==> config.mk <==
export PLATFORM = sky130hd
export DESIGN_NAME = sync_framed_packet_receiver_top
export DESIGN_NICKNAME = d
export VERILOG_FILES = /design/src/sv/srx_pkg.sv /design/src/sv/sync_framed_packet_receiver_top.sv /design/src/sv/srx_sum_unit.sv /design/src/sv/srx_payload_mem.sv
export SDC_FILE = /design/constraint.sdc
export NUM_CORES = 1
export LEC_CHECK = 0
export BUFFER_PORTS_ARGS = -buffer_cell sky130_fd_sc_hd__buf_4
export CORE_ASPECT_RATIO = 1.75
export CORE_UTILIZATION = 35
export CTS_CLUSTER_DIAMETER = 150
export DETAILED_ROUTE_END_ITERATION = 6
export GPL_ROUTABILITY_DRIVEN = 0
export PLACE_DENSITY = 0.48
export SLEW_MARGIN = 5
export SYNTH_ARGS = -nofsm -noshare
export SYNTH_HDL_FRONTEND = slang
export SYNTH_HIERARCHICAL = 1
export SYNTH_SLANG_ARGS = --single-unit
==> constraint.sdc <==
create_clock -name i_clk -period 7.7 [get_ports i_clk]
set_input_delay 1.155 -clock i_clk [delete_from_list [all_inputs] [get_ports i_clk]]
set_output_delay 1.155 -clock i_clk [all_outputs]
set_load 0.03 [all_outputs]
==> src/sv/srx_pkg.sv <==
`timescale 1ns / 1ps

package srx_pkg;

    // One received or emitted byte.
    typedef logic [7:0] t_byte;

    // Frame delimiters and the checksum modulus.
    localparam t_byte SYNC_FIRST  = 8'hAA;
    localparam t_byte SYNC_SECOND = 8'h55;
    localparam t_byte SUM_MODULUS = 8'hFF;

    // Input operation codes.
    localparam logic OP_BYTE    = 1'b0;
    localparam logic OP_TIMEOUT = 1'b1;

endpackage

==> src/sv/sync_framed_packet_receiver_top.sv <==
`timescale 1ns / 1ps
// Input words are taken while no packet is being emitted.
// A good checksum word starts emission: each payload word is fetched from
// the registered payload memory, then output; an empty packet skips the fetch
// and is shown as a single word with a zero byte. An output stall holds the word.
// Synchronous active-low reset returns the hunter to first-sync search.
module sync_framed_packet_receiver_top
    import srx_pkg::*;
#(
    parameter int MAX_PAYLOAD = 32
) (
    input  logic       i_clk,
    input  logic       i_rst_n,
    input  logic       i_in_valid,
    output logic       o_in_stall,
    input  logic       i_op,
    input  logic [7:0] i_rx_byte,
    output logic       o_out_valid,
    input  logic       i_out_stall,
    output logic [7:0] o_header,
    output logic [4:0] o_payload_length,
    output logic [4:0] o_byte_index,
    output logic [7:0] o_payload_byte,
    output logic       o_last
);

    localparam int LW = (MAX_PAYLOAD > 2) ? $clog2(MAX_PAYLOAD) : 1;

    typedef enum logic [2:0] {
        FR_SYNC1  = 3'd0,
        FR_SYNC2  = 3'd1,
        FR_HEADER = 3'd2,
        FR_LENGTH = 3'd3,
        FR_DATA   = 3'd4,
        FR_CHECK  = 3'd5
    } t_frame;

    typedef enum logic [1:0] {
        SQ_ACCEPT,
        SQ_FETCH,
        SQ_SHOW
    } t_seq;

    t_frame        r_frame, n_frame;
    t_seq          r_seq, n_seq;
    t_byte         r_header, n_header;
    t_byte         r_sum, n_sum;
    logic [LW-1:0] r_length, n_length;
    logic [LW-1:0] r_fill, n_fill;
    logic [LW-1:0] r_idx, n_idx;
    logic          r_empty, n_empty;

    logic          w_accept;
    logic          w_out_take;
    t_byte         w_sum_next;
    t_byte         w_rd_data;
    logic          w_wr_en;
    logic          w_fill_done;
    logic          w_idx_last;

    assign w_accept   = i_in_valid && !o_in_stall;
    assign w_out_take = o_out_valid && !i_out_stall;

    // Shared accumulator step: the length byte and every payload byte pass here.
    srx_sum_unit u_sum (
        .i_sum  (r_sum),
        .i_byte (i_rx_byte),
        .o_sum  (w_sum_next)
    );

    // Payload is written while filling and read back one word per fetch.
    assign w_wr_en = w_accept && (i_op == OP_BYTE) && (r_frame == FR_DATA);

    srx_payload_mem #(
        .DEPTH (MAX_PAYLOAD),
        .AW    (LW)
    ) u_mem (
        .i_clk     (i_clk),
        .i_wr_en   (w_wr_en),
        .i_wr_addr (r_fill),
        .i_wr_data (i_rx_byte),
        .i_rd_en   (r_seq == SQ_FETCH),
        .i_rd_addr (r_idx),
        .o_rd_data (w_rd_data)
    );

    assign w_fill_done = ({1'b0, r_fill} + 1'b1) >= {1'b0, r_length};
    assign w_idx_last  = r_empty || (({1'b0, r_idx} + 1'b1) == {1'b0, r_length});

    // Frame hunter and emission sequencer.
    always_comb begin
        n_frame  = r_frame;
        n_seq    = r_seq;
        n_header = r_header;
        n_sum    = r_sum;
        n_length = r_length;
        n_fill   = r_fill;
        n_idx    = r_idx;
        n_empty  = r_empty;

        case (r_seq)
            SQ_ACCEPT: begin
                if (w_accept) begin
                    if (i_op == OP_TIMEOUT) begin
                        n_frame = FR_SYNC1;
                    end else begin
                        case (r_frame)
                            FR_SYNC2: begin
                                n_frame = (i_rx_byte == SYNC_SECOND) ? FR_HEADER : FR_SYNC1;
                            end
                            FR_HEADER: begin
                                n_header = i_rx_byte;
                                n_sum    = i_rx_byte;
                                n_frame  = FR_LENGTH;
                            end
                            FR_LENGTH: begin
                                if ({1'b0, i_rx_byte} < 9'(MAX_PAYLOAD)) begin
                                    n_length = i_rx_byte[LW-1:0];
                                    n_sum    = w_sum_next;
                                    n_fill   = '0;
                                    n_frame  = (i_rx_byte != '0) ? FR_DATA : FR_CHECK;
                                end else begin
                                    n_frame = FR_SYNC1;
                                end
                            end
                            FR_DATA: begin
                                n_sum  = w_sum_next;
                                n_fill = r_fill + 1'b1;
                                if (w_fill_done) begin
                                    n_frame = FR_CHECK;
                                end
                            end
                            FR_CHECK: begin
                                n_frame = FR_SYNC1;
                                if (r_sum == i_rx_byte) begin
                                    n_idx   = '0;
                                    n_empty = (r_length == '0);
                                    n_seq   = (r_length == '0) ? SQ_SHOW : SQ_FETCH;
                                end
                            end
                            default: begin
                                n_frame = (i_rx_byte == SYNC_FIRST) ? FR_SYNC2 : FR_SYNC1;
                            end
                        endcase
                    end
                end
            end
            SQ_FETCH: begin
                n_seq = SQ_SHOW;
            end
            SQ_SHOW: begin
                if (w_out_take) begin
                    if (w_idx_last) begin
                        n_seq = SQ_ACCEPT;
                    end else begin
                        n_idx = r_idx + 1'b1;
                        n_seq = SQ_FETCH;
                    end
                end
            end
            default: begin
                n_seq = SQ_ACCEPT;
            end
        endcase
    end

    // State and registered outputs.
    always_ff @(posedge i_clk) begin
        if (!i_rst_n) begin
            r_frame  <= FR_SYNC1;
            r_seq    <= SQ_ACCEPT;
            r_header <= '0;
            r_sum    <= '0;
            r_length <= '0;
            r_fill   <= '0;
            r_idx    <= '0;
            r_empty  <= 1'b0;
        end else begin
            r_frame  <= n_frame;
            r_seq    <= n_seq;
            r_header <= n_header;
            r_sum    <= n_sum;
            r_length <= n_length;
            r_fill   <= n_fill;
            r_idx    <= n_idx;
            r_empty  <= n_empty;
        end
    end

    // Port drive: input is held off during reset and while a packet drains.
    assign o_in_stall       = !i_rst_n || (r_seq != SQ_ACCEPT);
    assign o_out_valid      = (r_seq == SQ_SHOW);
    assign o_header         = r_header;
    assign o_payload_length = 5'(r_length);
    assign o_byte_index     = 5'(r_idx);
    assign o_payload_byte   = r_empty ? 8'h00 : w_rd_data;
    assign o_last           = w_idx_last;

endmodule

==> src/sv/srx_sum_unit.sv <==
`timescale 1ns / 1ps

module srx_sum_unit
    import srx_pkg::*;
(
    input  t_byte i_sum,
    input  t_byte i_byte,
    output t_byte o_sum
);

    logic [8:0] w_total;
    logic [8:0] w_reduced;

    // Add, then take one modulus off; the sum is at most twice the modulus.
    assign w_total   = {1'b0, i_sum} + {1'b0, i_byte};
    assign w_reduced = (w_total >= {1'b0, SUM_MODULUS}) ? (w_total - {1'b0, SUM_MODULUS})
                                                        : w_total;

    // A result equal to the modulus is congruent to zero.
    assign o_sum = (w_reduced[7:0] == SUM_MODULUS) ? '0 : w_reduced[7:0];

endmodule

==> src/sv/srx_payload_mem.sv <==
`timescale 1ns / 1ps

module srx_payload_mem
    import srx_pkg::*;
#(
    parameter int DEPTH = 32,
    parameter int AW    = 5
) (
    input  logic          i_clk,
    input  logic          i_wr_en,
    input  logic [AW-1:0] i_wr_addr,
    input  t_byte         i_wr_data,
    input  logic          i_rd_en,
    input  logic [AW-1:0] i_rd_addr,
    output t_byte         o_rd_data
);

    t_byte r_mem [DEPTH];
    t_byte r_rd_data;

    // Single write port.
    always_ff @(posedge i_clk) begin
        if (i_wr_en) begin
            r_mem[i_wr_addr] <= i_wr_data;
        end
    end

    // Registered read port; data holds until the next read.
    always_ff @(posedge i_clk) begin
        if (i_rd_en) begin
            r_rd_data <= r_mem[i_rd_addr];
        end
    end

    assign o_rd_data = r_rd_data;

endmodule

After elaboration in Yosys (flattened, before gate mapping) --
Memories as Yosys holds them, arrays and structs flattened. A register that Yosys moved wholly into a read port is not among the register bits. Cells that the tools add are included. W data, S select, Z words.
Operators by class: add/sub/neg operators 6, order comparisons 3, eq/ne operators 20, muxes and demuxes 31, bitwise operators 1, reduce and logical (&&, ||, !) cells 24
Operator list (count):
- $mux W5 | 7
- $mux W8 | 4
- $reduce_and A5 Y1 | 5
- $pmux W8 S3 | 1
- $pmux W5 S2 | 2
- $eq A8 B8 Y1 const B | 2
- $pmux W3 S5 | 1
- $mux W2 | 7
- $add A5 B1 Y6 const B | 2
- $add A5 B1 Y5 const B | 2
- $ne A2 B2 Y1 const B | 5
- $add A8 B8 Y9 | 1
- $ge A9 B8 Y1 const B | 1
- $mux W3 | 3
- $eq A8 B7 Y1 const B | 1
- $eq A8 B8 Y1 | 1
- $lt A8 B6 Y1 const B | 1
- $reduce_bool A8 Y1 | 1
- $sub A8 B8 Y8 const B | 1
- $reduce_and A7 Y1 | 1
- $eq A3 B2 Y1 const B | 2
- $eq A3 B3 Y1 const B | 2
- $eq A6 B5 Y1 | 1
- $ge A6 B5 Y1 | 1
- 17 further kinds | 30
Word-level totals: register bits after elaboration 37, RAM bits 256, input bits 13, output and inout port bits 29, logic and storage cells 94, memories kept 1
Memory list:
- u_mem.r_mem | depth 32, width 8, rd ports 1, clocked after memory_dff 1, wr ports 1, line srx_payload_mem.sv:18 | t_byte r_mem [DEPTH];

Longest topological paths before layout --
word-level depth 8, mapped depth 14, depth with buffers taken out 13

Hierarchy --
The synthesis kept the hierarchy.
By module, submodules not included:
- srx_payload_mem | times used 1, cells an instance 417, area an instance 10133.5 um^2, sequential area each 7927.6 um^2
- sync_framed_packet_receiver_top | times used 1, cells an instance 257, area an instance 2314.7 um^2, sequential area each 740.7 um^2
- srx_sum_unit | times used 1, cells an instance 101, area an instance 788.3 um^2, sequential area each 0.0 um^2

Worst setup path before layout --
No wires, ideal clock.
kind input to register, from input i_rx_byte[0], to register r_sum[6], library setup time 0.116 ns, data arrival time 4.148 ns, data required time 7.584 ns, slack 3.436 ns, stages on the path 13, path buffers 0, cell sequence ha_1 -> fa_1 -> a21o_2 -> a221oi_2 -> xor2_1 -> nor3b_1 -> a31oi_1 -> or3b_4 -> a2111oi_4 -> a21oi_1 -> mux2i_1 -> nand2_1 -> o211a_1
Between the ends: cells in the longest elaborated chain, start to end 7, elaborated cells on any way between the ends 11, classes of those cells add/sub (2); order compare (2); eq/ne (2); mux (4); reduce/logical (1)
RTL lines:
- start, declared | line sync_framed_packet_receiver_top.sv:17 | input logic [7:0] i_rx_byte,
- $add A8 B8 Y9 * | line srx_sum_unit.sv:15 | assign w_total = {1'b0, i_sum} + {1'b0, i_byte};
- $sub A8 B8 Y8 or $ge A9 B8 Y1 (tied branches) | line srx_sum_unit.sv:16 | assign w_reduced = (w_total >= {1'b0, SUM_MODULUS}) ? (w_total - {1'b0, SUM_MODULUS})
- $mux W8 * | line srx_sum_unit.sv:16
- $eq A8 B8 Y1 | line srx_sum_unit.sv:20 | assign o_sum = (w_reduced[7:0] == SUM_MODULUS) ? '0 : w_reduced[7:0];
- $mux W8 * | line srx_sum_unit.sv:20
- named net w_sum_next[6] | line sync_framed_packet_receiver_top.sv:55 | t_byte w_sum_next;
- $mux W8 | line sync_framed_packet_receiver_top.sv:117 | if ({1'b0, i_rx_byte} < 9'(MAX_PAYLOAD)) begin
- $pmux W8 S3 * | line sync_framed_packet_receiver_top.sv:107 | case (r_frame)
- end signal, assigned | line sync_framed_packet_receiver_top.sv:182 | r_sum <= n_sum;
- end, declared | line sync_framed_packet_receiver_top.sv:47 | t_byte r_sum, n_sum;
Mark *: on every way through the listed nets, which the timed path passes. The rest lies on a longest branch. The select of a mux whose other input is x is not followed. A chain may end at the register's enable or synchronous reset.

Worst setup path in the final report --
Same ends and word-level chain as after synthesis.

==> results.txt <==
Along the worst path, the maximum fanout reaches 39. During I/O placement, the number of pins put on the boundary was between 40 and 50. The clock-pin slew on the worst setup and hold paths is approximately 70 ps.

Counting every net in the synthesized netlist gives between 800 and 900. During synthesis, Yosys emitted a total of 6 warnings. The die height came out at 259.3 um. For the final routed database, the setup TNS stands at 0 ps. The worst hold path belongs to the class reg -> reg.

The portion of the post-synthesis area used by sequential elements is between 60 and 70%. The setup fix buffers added after clock tree synthesis is 0. The count of placed standard cells including taps is approximately 1,300. The number of buffers on the longest clock path is 3.

For this block, the via count after detailed routing is ~7,100. CTS placed an instance of sky130_fd_sc_hd__clkbuf_16 at the clock tree root. The arrival time at the worst endpoint is ~5200 ps. The via count normalized by instance count came out at between 5 and 6. The diode insertion count for antenna repair came out at 0.

The number of antenna violations at the first check in global routing is 0. The simple-gate share of the synthesized area is 8.385%. The most common flop cell mapped by yosys is sky130_fd_sc_hd__edfxtp_1. The number of remaining DRC errors is 0. For this configuration, the core starts out at a cell density of between 30% and 40%. The clock skew after layout is about 17 ps.

The ratio of cells with drive above 1 in the final layout came out at approximately a quarter. The relative slew slack is between 20% and 30%. The number of slew-limit violations in the final report came out at 0.

The half-perimeter wire length of the detailed placement result came out at 19.76 mm. The pin count of the biggest net entering global routing came out at 68. The fraction of the mapped netlist area in adder cells came out at 1.664%. Setup repair after global routing left no endpoint under its margin.

In this run the tool buffered the top-level ports with between 40 and 50 buffer cells. The detail route stage leaves a number of antenna-violating nets equal to 0. Global routing used between 1.5 and 2% of the available met3 tracks. The distinct cell type count after synthesis is 82. The clock sink count is roughly 300. The worst-margin pin slew came out at 1086 ps. Relative to the synthesized area, the layout overhead comes to 12.51%. The detailed-router iteration count before antenna repair is 5. The total placed instance area is 13,970 um2. The maximum level of the CTS H-tree came out at 1.

For this run, global-route usage on met1 was measured as a little under a fifth. Overall power consumption after layout is estimated at between 3 and 4 mW. The overall die width came out at 149.0 um. At the worst endpoint, the required time is 8130 ps.

The final count of negative-setup-slack endpoints came out at 0. TritonCTS built the clock tree. met2 is the most crowded layer.

The async set or reset register ratio after synthesis came out at 0%. STA classifies the critical path startpoint as a primary input. The mux cell area share after synthesis came out at ~16%.

The flow ran to the end, and the final reports show no timing, DRC or antenna violations. The library cell used most frequently in the layout, excluding fill and tap cells, is sky130_fd_sc_hd__edfxtp_1. The die covers around 39,000 um2. STA classifies the critical path endpoint as a flip-flop.

The storage element area is around 8700 um2. The total of fill cells in the finished design came out at approximately 3,400. The met2 layer usage reported by global route came out at 31.12%. The final-report hold violation count came to 0. The total overflow reported by the global router is 0.

The count of flip-flops with a built-in enable after synthesis came out at 264. The post-route cell area is 14,890 um2. The complex-gate fraction of the synthesized area is 4.982%. The power density over the cells came out at 216.4 nW/um2.

The combined area of the multi-input logic cells is between 4000 and 5000 um2. The count of cells in the finished layout, fillers not included, comes to between 1,000 and 1,500. After technology mapping, the gate count stands at slightly below 800. The number of global-route vias before repair came out at between 7,000 and 8,000. The total wire length is just over 30 mm.

The overall track demand over capacity in global routing came out at between 10% and 20%. The synthesized flop and latch total is roughly 300. The total of cells resized after clock tree synthesis came out at 0.

For this run, the top clock speed supported by timing is 208.7 MHz. The setup path with the least slack is of type in -> reg. The post-route fraction of the period consumed by the critical path is approximately 62%. The final layout contains approximately 850 nets. The static leakage power came out at between 4 and 5 nW. The TritonCTS buffer count came out at 28. Max-cap violations in this run came to 0.

The initialized floorplan defines 93 standard-cell rows. The routed length per instance came out at roughly 23 um. In this run, post-CTS hold repair placed 0 buffers.

For the finished layout, the period the worst path requires is approximately 4800 ps. Cells fill about two fifths of the core in the end. The DRC violation total after the first TritonRoute iteration came out at 531. In this run the cell area of the synthesized design comes to roughly 13,000 um2. The fraction of synthesized cell area in xor and xnor cells is roughly 1.7%.

The peak supply drop is roughly 0.17 mV. In the layout the commonest cells are 264 x sky130_fd_sc_hd__edfxtp_1, 80 x sky130_fd_sc_hd__mux4_2, 49 x sky130_fd_sc_hd__nor2_1. At the later pin of the worst-skew pair, clock insertion delay measures ~550 ps. The main combinational cell family by area after synthesis is multiplexers. The placeable core area came out at about 37,000 um2. Dividing the synthesized area by the synthesized cell count gives roughly 17 um2. The first global-routing pass estimated between 40 and 50 mm of wire.
-- power breakdown --
group / switching [mW] / total, mW / internal, mW
registers: 0.0000115 / 1.77 / 1.77
clock network: 0.605 / 1.38 / 0.777
logic: 0.0515 / 0.0704 / 0.0189
total: 0.657 / 3.22 / 2.57
-- flip-flops by register name, summed over array words and instances, names as in the netlist --
signal	count
u_mem/o_rd_data	8
r_empty	1
r_sum	8
u_mem/r_mem	256
o_payload_length	5
r_frame	3
o_header	8
r_fill	5
o_byte_index	5
r_seq	2
-- worst paths after layout --
kind	from	endpoint	slack [ps]	cells after the start
worst max-delay path	i_rx_byte[0]	r_sum[6]	2910	14
worst min-delay path	o_header[1]	o_header[1]	530	2
worst max register to register	r_sum[0]	r_sum[6]	3450	13
worst min register to register	o_header[1]	o_header[1]	530	2
-- layer usage --
layer  wire length [um]  vias up
met5                  0        -
met1              11840     3764
met3                854       31
met2              17240      141
li1                   -     3182
met4                525        0
-- logic make-up (layout without fill, tap and decap cells) --
group | Yosys count | in the layout
AND/OR/NAND/NOR | 196 | 196
buffers and inverters | 42 | 104
adder cells (fa/ha/maj) | 17 | 17
XOR/XNOR | 25 | 25
flip-flops | 301 | 301
AO/OA/AOI/OAI | 82 | 82
multiplexers | 112 | 112
-- worst max-delay path, stage by stage --
cell and delay [ps]:
sky130_fd_sc_hd__buf_4 230, sky130_fd_sc_hd__ha_1 300, sky130_fd_sc_hd__fa_1 530, sky130_fd_sc_hd__a21o_2 230, sky130_fd_sc_hd__a221oi_2 310, sky130_fd_sc_hd__xor2_1 170
sky130_fd_sc_hd__nor3b_1 310, sky130_fd_sc_hd__a31oi_1 360, sky130_fd_sc_hd__or3b_4 500, sky130_fd_sc_hd__a2111oi_4 560, sky130_fd_sc_hd__a21oi_1 150, sky130_fd_sc_hd__mux2i_1 170
sky130_fd_sc_hd__nand2_1 80, sky130_fd_sc_hd__o211a_1 140
-- synth_stat cells, drive strengths merged (4+ instances only) --
cell | n | area [um2]
edfxtp | 264 | 7928
mux4 | 80 | 1802
nor2 | 51 | 196.4
dfxtp | 37 | 740.7
nand2 | 32 | 130.1
nor2b | 28 | 175.2
mux2i | 24 | 240.2
buf | 22 | 152.6
nand3 | 19 | 100.1
xnor2 | 18 | 157.7
a21oi | 17 | 96.35
ha | 16 | 200.2
clkbuf | 13 | 48.80
o21ai | 13 | 65.06
nand3b | 9 | 67.56
o211a | 9 | 90.09
a21boi | 8 | 71.32
mux2 | 8 | 90.09
inv | 7 | 26.27
or3 | 7 | 48.80
xor2 | 7 | 61.31
a21o | 5 | 38.79
and2 | 5 | 32.53
nand4 | 5 | 31.28
nor3 | 5 | 41.29
a211oi | 4 | 35.03
nand2b | 4 | 25.02
nor4 | 4 | 40.04
or3b | 4 | 37.54
or4 | 4 | 30.03
-- final cells by class --
type,count,area share [%]
inverter,7,0.1764
timing repair buffer,45,2.269
clock buffer,34,5.134
sequential,301,58.24
multi-input combinational,432,29.15
tap,475,3.991
clock inverter,18,1.042
-- metrics by stage --
step | hold WS, ps | worst slack (ps)
after global placement | 501.6 | 2554
final | 528.8 | 2907
after detailed placement | 511.6 | 2448
after CTS | 531.7 | 3020
after floorplan | 497.8 | 3436
after global routing | 566.9 | 2645
(Power assumes the default switching activity.)
